$ cat src/hw/rtl/lrar_pkg.sv
// ----------------------------------------------------------------------------
// lrar_pkg
// Shared types and constants of the ranged aligned Lehmer random source.
// ----------------------------------------------------------------------------
package lrar_pkg;

  // Generator step constants (Schrage decomposition of 16807*x mod 2^31-1).
  localparam int LCG_MULT    = 16807;
  localparam int LCG_QUOT    = 127773;
  localparam int LCG_REM     = 2836;
  localparam int LCG_MOD     = 32'h7fff_ffff;
  localparam int ZERO_SUBST  = 123459876;
  localparam int STATE_RESET = 937186357;

  // Command sequencing limits.
  localparam int WARMUP_ROUNDS = 50;
  localparam int MAX_TRIES     = 16;
  localparam int WARM_W        = 8;
  localparam int TRY_W         = $clog2(MAX_TRIES + 1);

  // Datapath widths.
  localparam int STATE_W = 32;
  localparam int VALUE_W = 64;
  localparam int BITS_W  = $clog2(STATE_W);

  // Command codes.
  localparam logic CMD_RESEED = 1'b0;
  localparam logic CMD_DRAW   = 1'b1;

  // Status codes.
  localparam logic [1:0] STATUS_OK        = 2'd0;
  localparam logic [1:0] STATUS_EMPTY     = 2'd1;
  localparam logic [1:0] STATUS_EXHAUSTED = 2'd2;

  typedef struct packed {
    logic        cmd;
    logic [31:0] seed_value;
    logic [63:0] range_low;
    logic [63:0] range_high;
    logic [5:0]  align_log2;
  } in_req_t;

  typedef struct packed {
    logic [63:0] result_value;
    logic [1:0]  status;
  } out_res_t;

  // Control of the generator step unit.
  typedef struct packed {
    logic load;
    logic step;
  } lcg_ctl_t;

endpackage

$ cat src/hw/rtl/lrar_lcg.sv
// ----------------------------------------------------------------------------
// lrar_lcg
// Generator state and a bit-serial step unit: restoring division by the
// Schrage quotient constant, one quotient bit per cycle, then multiply and fix-up.
// ----------------------------------------------------------------------------
module lrar_lcg (
  input  logic                   clk,
  input  logic                   rst_n,
  input  lrar_pkg::lcg_ctl_t     ctl,
  input  logic [31:0]            seed,
  output logic                   done,
  output logic [31:0]            state
);
  import lrar_pkg::*;

  typedef enum logic [3:0] {
    L_IDLE = 4'b0001,
    L_DIV  = 4'b0010,
    L_MUL  = 4'b0100,
    L_FIX  = 4'b1000
  } lcg_state_t;

  lcg_state_t          fsm_r;
  logic [STATE_W-1:0]  state_r;
  logic [STATE_W-1:0]  x_r;
  logic [16:0]         rem_r;
  logic [15:0]         quo_r;
  logic [BITS_W-1:0]   cnt_r;
  logic [31:0]         p1_r;
  logic [27:0]         p2_r;
  logic                done_r;

  logic [17:0]         trial;
  logic                ge;
  logic [32:0]         t_raw;
  logic [32:0]         t_fix;

  assign trial = {rem_r, x_r[STATE_W-1]};
  assign ge    = (trial >= 18'(LCG_QUOT));
  assign t_raw = {1'b0, p1_r} - {5'b0, p2_r};
  assign t_fix = t_raw[32] ? (t_raw + 33'(LCG_MOD)) : t_raw;

  always_ff @(posedge clk) begin
    if (!rst_n) begin
      fsm_r   <= L_IDLE;
      state_r <= STATE_W'(STATE_RESET);
      done_r  <= 1'b0;
    end else begin
      done_r <= 1'b0;
      unique case (fsm_r)
        L_IDLE: begin
          if (ctl.load) begin
            state_r <= seed;
          end else if (ctl.step) begin
            // A zero state is replaced before stepping.
            x_r   <= (state_r == '0) ? STATE_W'(ZERO_SUBST) : state_r;
            rem_r <= '0;
            quo_r <= '0;
            cnt_r <= '0;
            fsm_r <= L_DIV;
          end
        end
        L_DIV: begin
          rem_r <= ge ? 17'(trial - 18'(LCG_QUOT)) : trial[16:0];
          quo_r <= {quo_r[14:0], ge};
          x_r   <= {x_r[STATE_W-2:0], 1'b0};
          cnt_r <= cnt_r + 1'b1;
          if (cnt_r == BITS_W'(STATE_W - 1)) begin
            fsm_r <= L_MUL;
          end
        end
        L_MUL: begin
          p1_r  <= 32'(rem_r) * 32'(LCG_MULT);
          p2_r  <= 28'(quo_r) * 28'(LCG_REM);
          fsm_r <= L_FIX;
        end
        L_FIX: begin
          state_r <= t_fix[31:0];
          done_r  <= 1'b1;
          fsm_r   <= L_IDLE;
        end
        default: begin
          fsm_r <= L_IDLE;
        end
      endcase
    end
  end

  assign done  = done_r;
  assign state = state_r;

endmodule

$ cat src/hw/rtl/lrar_moddiv.sv
// ----------------------------------------------------------------------------
// lrar_moddiv
// Restoring remainder unit: a 32-bit dividend shifted in one bit per cycle
// against a 64-bit divisor.
// ----------------------------------------------------------------------------
module lrar_moddiv (
  input  logic        clk,
  input  logic        rst_n,
  input  logic        go,
  input  logic [31:0] dividend,
  input  logic [63:0] divisor,
  output logic        done,
  output logic [63:0] rem
);
  import lrar_pkg::*;

  logic                run_r;
  logic                done_r;
  logic [STATE_W-1:0]  dvd_r;
  logic [VALUE_W-1:0]  dvs_r;
  logic [VALUE_W-1:0]  rem_r;
  logic [BITS_W-1:0]   cnt_r;

  logic [VALUE_W:0]    trial;
  logic                ge;

  assign trial = {rem_r, dvd_r[STATE_W-1]};
  assign ge    = (trial >= {1'b0, dvs_r});

  always_ff @(posedge clk) begin
    if (!rst_n) begin
      run_r  <= 1'b0;
      done_r <= 1'b0;
    end else begin
      done_r <= 1'b0;
      if (run_r) begin
        rem_r <= ge ? VALUE_W'(trial - {1'b0, dvs_r}) : trial[VALUE_W-1:0];
        dvd_r <= {dvd_r[STATE_W-2:0], 1'b0};
        cnt_r <= cnt_r + 1'b1;
        if (cnt_r == BITS_W'(STATE_W - 1)) begin
          run_r  <= 1'b0;
          done_r <= 1'b1;
        end
      end else if (go) begin
        dvd_r <= dividend;
        dvs_r <= divisor;
        rem_r <= '0;
        cnt_r <= '0;
        run_r <= 1'b1;
      end
    end
  end

  assign done = done_r;
  assign rem  = rem_r;

endmodule

$ cat src/hw/rtl/lehmer_ranged_aligned_random_top.sv
// ----------------------------------------------------------------------------
// lehmer_ranged_aligned_random_top
// Multiplicative congruential random source with ranged, aligned draws.
// ----------------------------------------------------------------------------
// Usage:
//   A request is taken on in_req when start is high and busy is low. A
//   reseed request loads seed_value into the generator and runs the warm-up
//   steps; a draw request returns a value in [range_low, range_high) with
//   its low align_log2 bits cleared.
//   Exactly one result per request appears on out_res for a single cycle,
//   marked by out_valid. The receiver cannot stall; it must take the result
//   in that cycle. busy drops in the same cycle out_valid is shown, so the
//   next request may be issued right away.
// Sequence:
//   One generator step is the bit-serial division by the Schrage quotient
//   constant, then the multiply and the fix-up. Reseed runs 50 warm-up
//   rounds of one generator step each. A draw runs attempts of step,
//   remainder unit, add and compare, at most MAX_TRIES attempts. An empty
//   range answers without any attempt.
// Reset:
//   rst_n is synchronous and active low. It returns the generator to its
//   power-on state and drops any request in flight without a result.
// ----------------------------------------------------------------------------
module lehmer_ranged_aligned_random_top (
  input  logic                clk,
  input  logic                rst_n,
  input  logic                start,
  output logic                busy,
  input  lrar_pkg::in_req_t   in_req,
  output logic                out_valid,
  output lrar_pkg::out_res_t  out_res
);
  import lrar_pkg::*;

  typedef enum logic [6:0] {
    S_IDLE  = 7'b0000001,
    S_WARM  = 7'b0000010,
    S_WWAIT = 7'b0000100,
    S_SPAN  = 7'b0001000,
    S_GEN   = 7'b0010000,
    S_MOD   = 7'b0100000,
    S_CMP   = 7'b1000000
  } top_state_t;

  top_state_t          state_r, state_nxt;
  logic [WARM_W-1:0]   warm_r, warm_nxt;
  logic [TRY_W-1:0]    try_r, try_nxt;
  logic [VALUE_W-1:0]  low_r, low_nxt;
  logic [VALUE_W-1:0]  span_r, span_nxt;
  logic [VALUE_W-1:0]  mask_r, mask_nxt;
  logic [VALUE_W-1:0]  v_r, v_nxt;
  logic                out_valid_r, out_valid_nxt;
  out_res_t            res_r, res_nxt;

  lcg_ctl_t            lcg_ctl;
  logic                lcg_done;
  logic [STATE_W-1:0]  gen_state;
  logic                mod_go;
  logic                mod_done;
  logic [VALUE_W-1:0]  mod_rem;
  logic [VALUE_W-1:0]  aligned;
  logic                accept;

  lrar_lcg u_lcg (
    .clk   (clk),
    .rst_n (rst_n),
    .ctl   (lcg_ctl),
    .seed  (in_req.seed_value),
    .done  (lcg_done),
    .state (gen_state)
  );

  lrar_moddiv u_moddiv (
    .clk      (clk),
    .rst_n    (rst_n),
    .go       (mod_go),
    .dividend (gen_state),
    .divisor  (span_r),
    .done     (mod_done),
    .rem      (mod_rem)
  );

  assign busy    = (state_r != S_IDLE);
  assign accept  = start && !busy;
  assign aligned = v_r & mask_r;

  always_comb begin
    state_nxt     = state_r;
    warm_nxt      = warm_r;
    try_nxt       = try_r;
    low_nxt       = low_r;
    span_nxt      = span_r;
    mask_nxt      = mask_r;
    v_nxt         = v_r;
    out_valid_nxt = 1'b0;
    res_nxt       = res_r;
    lcg_ctl       = '0;
    mod_go        = 1'b0;
    unique case (state_r)
      S_IDLE: begin
        if (accept) begin
          if (in_req.cmd == CMD_RESEED) begin
            lcg_ctl.load = 1'b1;
            warm_nxt     = '0;
            state_nxt    = S_WARM;
          end else begin
            low_nxt   = in_req.range_low;
            span_nxt  = in_req.range_high - in_req.range_low;
            mask_nxt  = {VALUE_W{1'b1}} << in_req.align_log2;
            state_nxt = S_SPAN;
          end
        end
      end
      S_WARM: begin
        if (warm_r == WARM_W'(WARMUP_ROUNDS)) begin
          res_nxt.result_value = VALUE_W'(gen_state);
          res_nxt.status       = STATUS_OK;
          out_valid_nxt        = 1'b1;
          state_nxt            = S_IDLE;
        end else begin
          lcg_ctl.step = 1'b1;
          state_nxt    = S_WWAIT;
        end
      end
      S_WWAIT: begin
        if (lcg_done) begin
          warm_nxt  = warm_r + 1'b1;
          state_nxt = S_WARM;
        end
      end
      S_SPAN: begin
        // An empty range answers at once and leaves the generator alone.
        if (span_r == '0) begin
          res_nxt.result_value = '0;
          res_nxt.status       = STATUS_EMPTY;
          out_valid_nxt        = 1'b1;
          state_nxt            = S_IDLE;
        end else begin
          try_nxt      = '0;
          lcg_ctl.step = 1'b1;
          state_nxt    = S_GEN;
        end
      end
      S_GEN: begin
        if (lcg_done) begin
          mod_go    = 1'b1;
          state_nxt = S_MOD;
        end
      end
      S_MOD: begin
        if (mod_done) begin
          v_nxt     = mod_rem + low_r;
          state_nxt = S_CMP;
        end
      end
      S_CMP: begin
        if (aligned >= low_r) begin
          res_nxt.result_value = aligned;
          res_nxt.status       = STATUS_OK;
          out_valid_nxt        = 1'b1;
          state_nxt            = S_IDLE;
        end else if (try_r == TRY_W'(MAX_TRIES - 1)) begin
          // Alignment pushed every attempt below the lower bound.
          res_nxt.result_value = '0;
          res_nxt.status       = STATUS_EXHAUSTED;
          out_valid_nxt        = 1'b1;
          state_nxt            = S_IDLE;
        end else begin
          try_nxt      = try_r + 1'b1;
          lcg_ctl.step = 1'b1;
          state_nxt    = S_GEN;
        end
      end
      default: begin
        state_nxt = S_IDLE;
      end
    endcase
  end

  always_ff @(posedge clk) begin
    if (!rst_n) begin
      state_r     <= S_IDLE;
      out_valid_r <= 1'b0;
      warm_r      <= '0;
      try_r       <= '0;
    end else begin
      state_r     <= state_nxt;
      out_valid_r <= out_valid_nxt;
      warm_r      <= warm_nxt;
      try_r       <= try_nxt;
    end
  end

  always_ff @(posedge clk) begin
    low_r  <= low_nxt;
    span_r <= span_nxt;
    mask_r <= mask_nxt;
    v_r    <= v_nxt;
    res_r  <= res_nxt;
  end

  assign out_valid = out_valid_r;
  assign out_res   = res_r;

endmodule

$ cat config.mk
export PLATFORM = sky130hd
export DESIGN_NAME = lehmer_ranged_aligned_random_top
export DESIGN_NICKNAME = d
export VERILOG_FILES = /design/src/hw/rtl/lrar_pkg.sv /design/src/hw/rtl/lrar_lcg.sv /design/src/hw/rtl/lrar_moddiv.sv /design/src/hw/rtl/lehmer_ranged_aligned_random_top.sv
export SDC_FILE = /design/constraint.sdc
export NUM_CORES = 2
export LEC_CHECK = 0
export BUFFER_PORTS_ARGS = -buffer_cell sky130_fd_sc_hd__buf_2
export CAP_MARGIN = 30
export CORE_ASPECT_RATIO = 2
export CORE_UTILIZATION = 45
export CTS_BUF_LIST = sky130_fd_sc_hd__clkbuf_4 sky130_fd_sc_hd__clkbuf_8
export DETAILED_ROUTE_END_ITERATION = 8
export GPL_ROUTABILITY_DRIVEN = 0
export MAX_ROUTING_LAYER = met4
export SLEW_MARGIN = 30
export SYNTH_ARGS = -nofsm -noshare
export SYNTH_HDL_FRONTEND = slang
export SYNTH_SLANG_ARGS = --single-unit
$ cat constraint.sdc
create_clock -name clk -period 10.9 [get_ports clk]
set_input_delay 3.27 -clock clk [delete_from_list [all_inputs] [get_ports clk]]
set_output_delay 3.27 -clock clk [all_outputs]
set_load 0.01 [all_outputs]
==> insert_results.sql <==
INSERT INTO impl_metrics (metric_group, metric, value, unit) VALUES
('status', 'result_of_the_run', 'completed', ''),
('global_route', 'grt.overflow.total', '0', ''),
('detailed_routing', 'post_drt_wl_per_cell', '24.36', 'um'),
('synthesis', 'ys_dominant_reg_cell', 'edfxtp_1', ''),
('cts', 'cts-buffers-inserted', '105', ''),
('power_and_ir_drop', 'power-per-cell-area', '122.9', 'nW/um2'),
('timing', 'worst_slew_pin_slew', '1.026', 'ns'),
('floorplanning', 'die_height', '460.2', 'um'),
('worst_setup_path', 'crit_path_start_kind', 'flop', ''),
('finish', 'fin_area', '52210', 'um2'),
('global_route', 'met1_usage', '0.2858', ''),
('worst_setup_path', 'launch_point_of_the_worst_reg_to_reg_path', 'u_lcg.rem_r[13]', ''),
('floorplanning', 'row_count', '167', ''),
('run', 'drv_cap', '0', ''),
('floorplanning', 'width_of_the_chip', '231.1', 'um'),
('timing', 'grt_setup_unrepaired', 'no', ''),
('synthesis', 'synthArstFlopShare', '0', ''),
('placed_design', 'port-buffer-count', '237', ''),
('floorplanning', 'design.portCount', '238', ''),
('synthesis', 'synth.yosys.warnings', '0', ''),
('global_route', 'overall_global_routing_resource_usage', '0.2962', ''),
('detailed_routing', 'route.detailed.vias_per_inst', '5.846', ''),
('cts', 'ctsLongestPathBuffers', '3', ''),
('worst_setup_path', 'regToRegSetupSlack', '3.58', 'ns'),
('cts', 'post_cts_hold_buffer_count', '0', ''),
('timing', 'worst_clock_skew', '0.1044', 'ns'),
('power_and_ir_drop', 'fin_total_pwr', '0.006417', 'W'),
('synthesis', 'synth-seq-cells', '674', ''),
('detailed_routing', 'drt_iter0_drc', '2247', ''),
('synthesis', 'synthTopCellsByCount', 'edfxtp_1, ha_1, inv_1', ''),
('global_route', 'first_global_vias', '37488', ''),
('detailed_routing', 'antenna_violating_nets_post_route', '0', ''),
('finish', 'multiInputGateArea', '25210', 'um2'),
('finish', 'filler_cell_count', '9715', ''),
('worst_setup_path', 'arrival', '7.91', 'ns'),
('synthesis', 'synth_edf_count', '614', ''),
('synthesis', 'synth.lib_cells_used.distinct', '102', ''),
('synthesis', 'synth_fp_nets', '5360', ''),
('cts', 'post_cts.resized_instances', '0', ''),
('detailed_routing', 'drcViolationCount', '0', ''),
('global_route', 'gr-usage-met2', '0.5399', ''),
('worst_setup_path', 'endpoint_type_of_the_worst_setup_path', 'flop', ''),
('synthesis', 'synth_sequential_area_ratio', '0.4158', ''),
('global_route', 'global_route.peak_usage_layer', 'met2', ''),
('detailed_routing', 'drt-pass1-iter-count', '7', ''),
('timing', 'report.final.hold_viol_count', '0', ''),
('hold_path', 'min_from', 'span_r[44]', ''),
('finish', 'seq_area', '19640', 'um2'),
('timing', 'slew_headroom', '0.3101', ''),
('worst_setup_path', 'worst-r2r-cell-count', '22', ''),
('hold_path', 'hold_path_depth', '0', ''),
('placed_design', 'detailedPlacementHpwl', '121000', 'um'),
('finish', 'final_core_util', '0.5027', ''),
('timing', 'time_the_worst_path_needs_with_i_o_delays_and_setup', '7.324', 'ns'),
('synthesis', 'synth_top_cell_by_area', 'edfxtp_1', ''),
('global_route', 'grt_start_max_net_pins', '88', ''),
('timing', 'max_clock_freq', '136.5', 'MHz'),
('synthesis', 'synth_area_leaders', 'edfxtp_1, ha_1, fa_1', ''),
('synthesis', 'cell_with_the_most_instances_after_synthesis', 'edfxtp_1', ''),
('finish', 'layout-drive-gt1-share', '0.1135', ''),
('global_route', 'grt_first_pass_wirelength', '226000', 'um'),
('worst_setup_path', 'worst_r2r_end', 'u_lcg.p1_r[30]', ''),
('cts', 'insertion_delay_to_the_later_sink_of_the_worst_skew_pair', '0.88', 'ns'),
('detailed_routing', 'dr_total_vias', '36608', ''),
('global_route', 'use_met3', '0.04144', ''),
('timing', 'timing.final.max_slew_violations', '0', ''),
('synthesis', 'synthesis.area', '47230', 'um2'),
('power_and_ir_drop', 'max-vdd-ir-drop', '103.8', 'uV'),
('detailed_routing', 'postRouteWirelength', '152600', 'um'),
('floorplanning', 'die-area', '106300', 'um2'),
('worst_setup_path', 'critical_path_class', 'flop to flop', '');
## through the flow
step / setup slack (ns) / instances
2_1_floorplan: 2.348 / 4594
3_3_place_gp: 3.048 / 6057
3_5_place_dp: 3.089 / 6057
4_1_cts: 3.694 / 6251
5_1_grt: 3.265 / 6261
6_report: 3.576 / 6262
## area by class of cell
class                           instances  area share
Antenna cell                           11   0.0005273
Clock buffer                          125     0.03056
Clock inverter                         69     0.01464
Inverter                              497     0.03573
Multi-Input combinational cell       3269      0.4830
Sequential cell                       674      0.3763
Tap cell                             1352     0.03240
Timing Repair Buffer                  265     0.02689
## critical path, cell delays in order, from the launching register on
cell and delay [ns]:
edfxtp_1 0.47, inv_1 0.23, fa_1 0.57, inv_1 0.04, ha_1 0.31, fa_1 0.51
inv_1 0.05, fa_1 0.47, inv_1 0.06, fa_1 0.50, fa_1 0.50, ha_1 0.40
a21oi_1 0.27, nand2_1 0.12, a2111oi_0 0.57, a22oi_1 0.31, and4_1 0.32, o21ai_1 0.35
o21ai_0 0.23, or4_1 0.47, nand2_1 0.09, o22ai_1 0.09, xnor2_1 0.14
## per-layer routing
| layer | up-vias | routed length [um] | share of wire |
|---|---|---|---|
| li1 | 17081 | - | - |
| met1 | 17986 | 52380 | 0.34 |
| met2 | 1107 | 80740 | 0.53 |
| met3 | 434 | 7076 | 0.046 |
| met4 | 0 | 12370 | 0.081 |
| met5 | - | 0 | 0 |
## how the worst max path moves through the flow
stage                                from                 to  slack, ns  cells after the start
after floorplan                     rst_n  u_moddiv.cnt_r[0]       2.35                      2
after global placement          in_req[6]         span_r[60]       3.05                     14
after detailed placement        in_req[6]         span_r[60]       3.09                     14
after CTS                  u_lcg.rem_r[9]     u_lcg.p1_r[30]       3.69                     24
after global routing      u_lcg.rem_r[15]     u_lcg.p1_r[30]       3.27                     22
final                     u_lcg.rem_r[13]     u_lcg.p1_r[30]       3.58                     22
## registers in the layout (all words and copies together), names as in the netlist, 32 cells and up
| register | cells |
|---|---|
| v_r | 64 |
| u_lcg.state | 32 |
| u_moddiv.rem | 64 |
| span_r | 64 |
| out_res | 66 |
| u_moddiv.dvd_r | 32 |
| u_lcg.p1_r | 32 |
| mask_r | 63 |
| u_lcg.x_r | 32 |
| u_moddiv.dvs_r | 64 |
| low_r | 64 |
## report_power, final
group	switching [W]	leakage [nW]	total, W	internal [W]
Combinational	0.000542	15.5	0.000895	0.000353
Clock	0.00120	1.21	0.00247	0.00127
Sequential	0.0000997	6.13	0.00305	0.00295
Total	0.00184	22.8	0.00642	0.00457
## logic make-up (layout without fill, tap and decap cells)
family          Yosys count  count (layout)  share of synthesized area
mux                      70              70                    0.01587
buf+inv                 651             956                    0.05277
compound gates         1124            1124                     0.1593
simple gates           1195            1195                     0.1299
fa+ha+maj               596             596                     0.1736
xor+xnor                284             284                    0.05267
flops                   674             674                     0.4158
other cells               0              11                          0
## placed cells by master (no fill, tap or decap), types with 14 or more instances in the layout
master    count
edfxtp_1    614
inv_1       497
ha_1        497
nand2_1     284
a21oi_1     275
nor2_1      248
o21ai_0     240
buf_2       237
xnor2_1     185
a21o_1      184
and2_1      146
clkbuf_8    105
xor2_1       99
fa_1         99
nand3_1      79
and3_1       73
nand4_1      73
dfxtp_1      59
nor2b_1      56
nor3_1       47
o21a_1       44
nand2b_1     44
mux2_2       39
o21bai_1     37
nor4_1       36
a32o_1       32
mux2i_1      31
a31oi_1      29
or3_1        27
buf_4        26
o31ai_1      24
clkinv_2     24
a211oi_1     22
o211ai_1     21
clkbuf_4     20
a22o_1       17
o22a_1       16
clkinv_1     16
o211a_1      14
(Power assumes the default switching activity.)
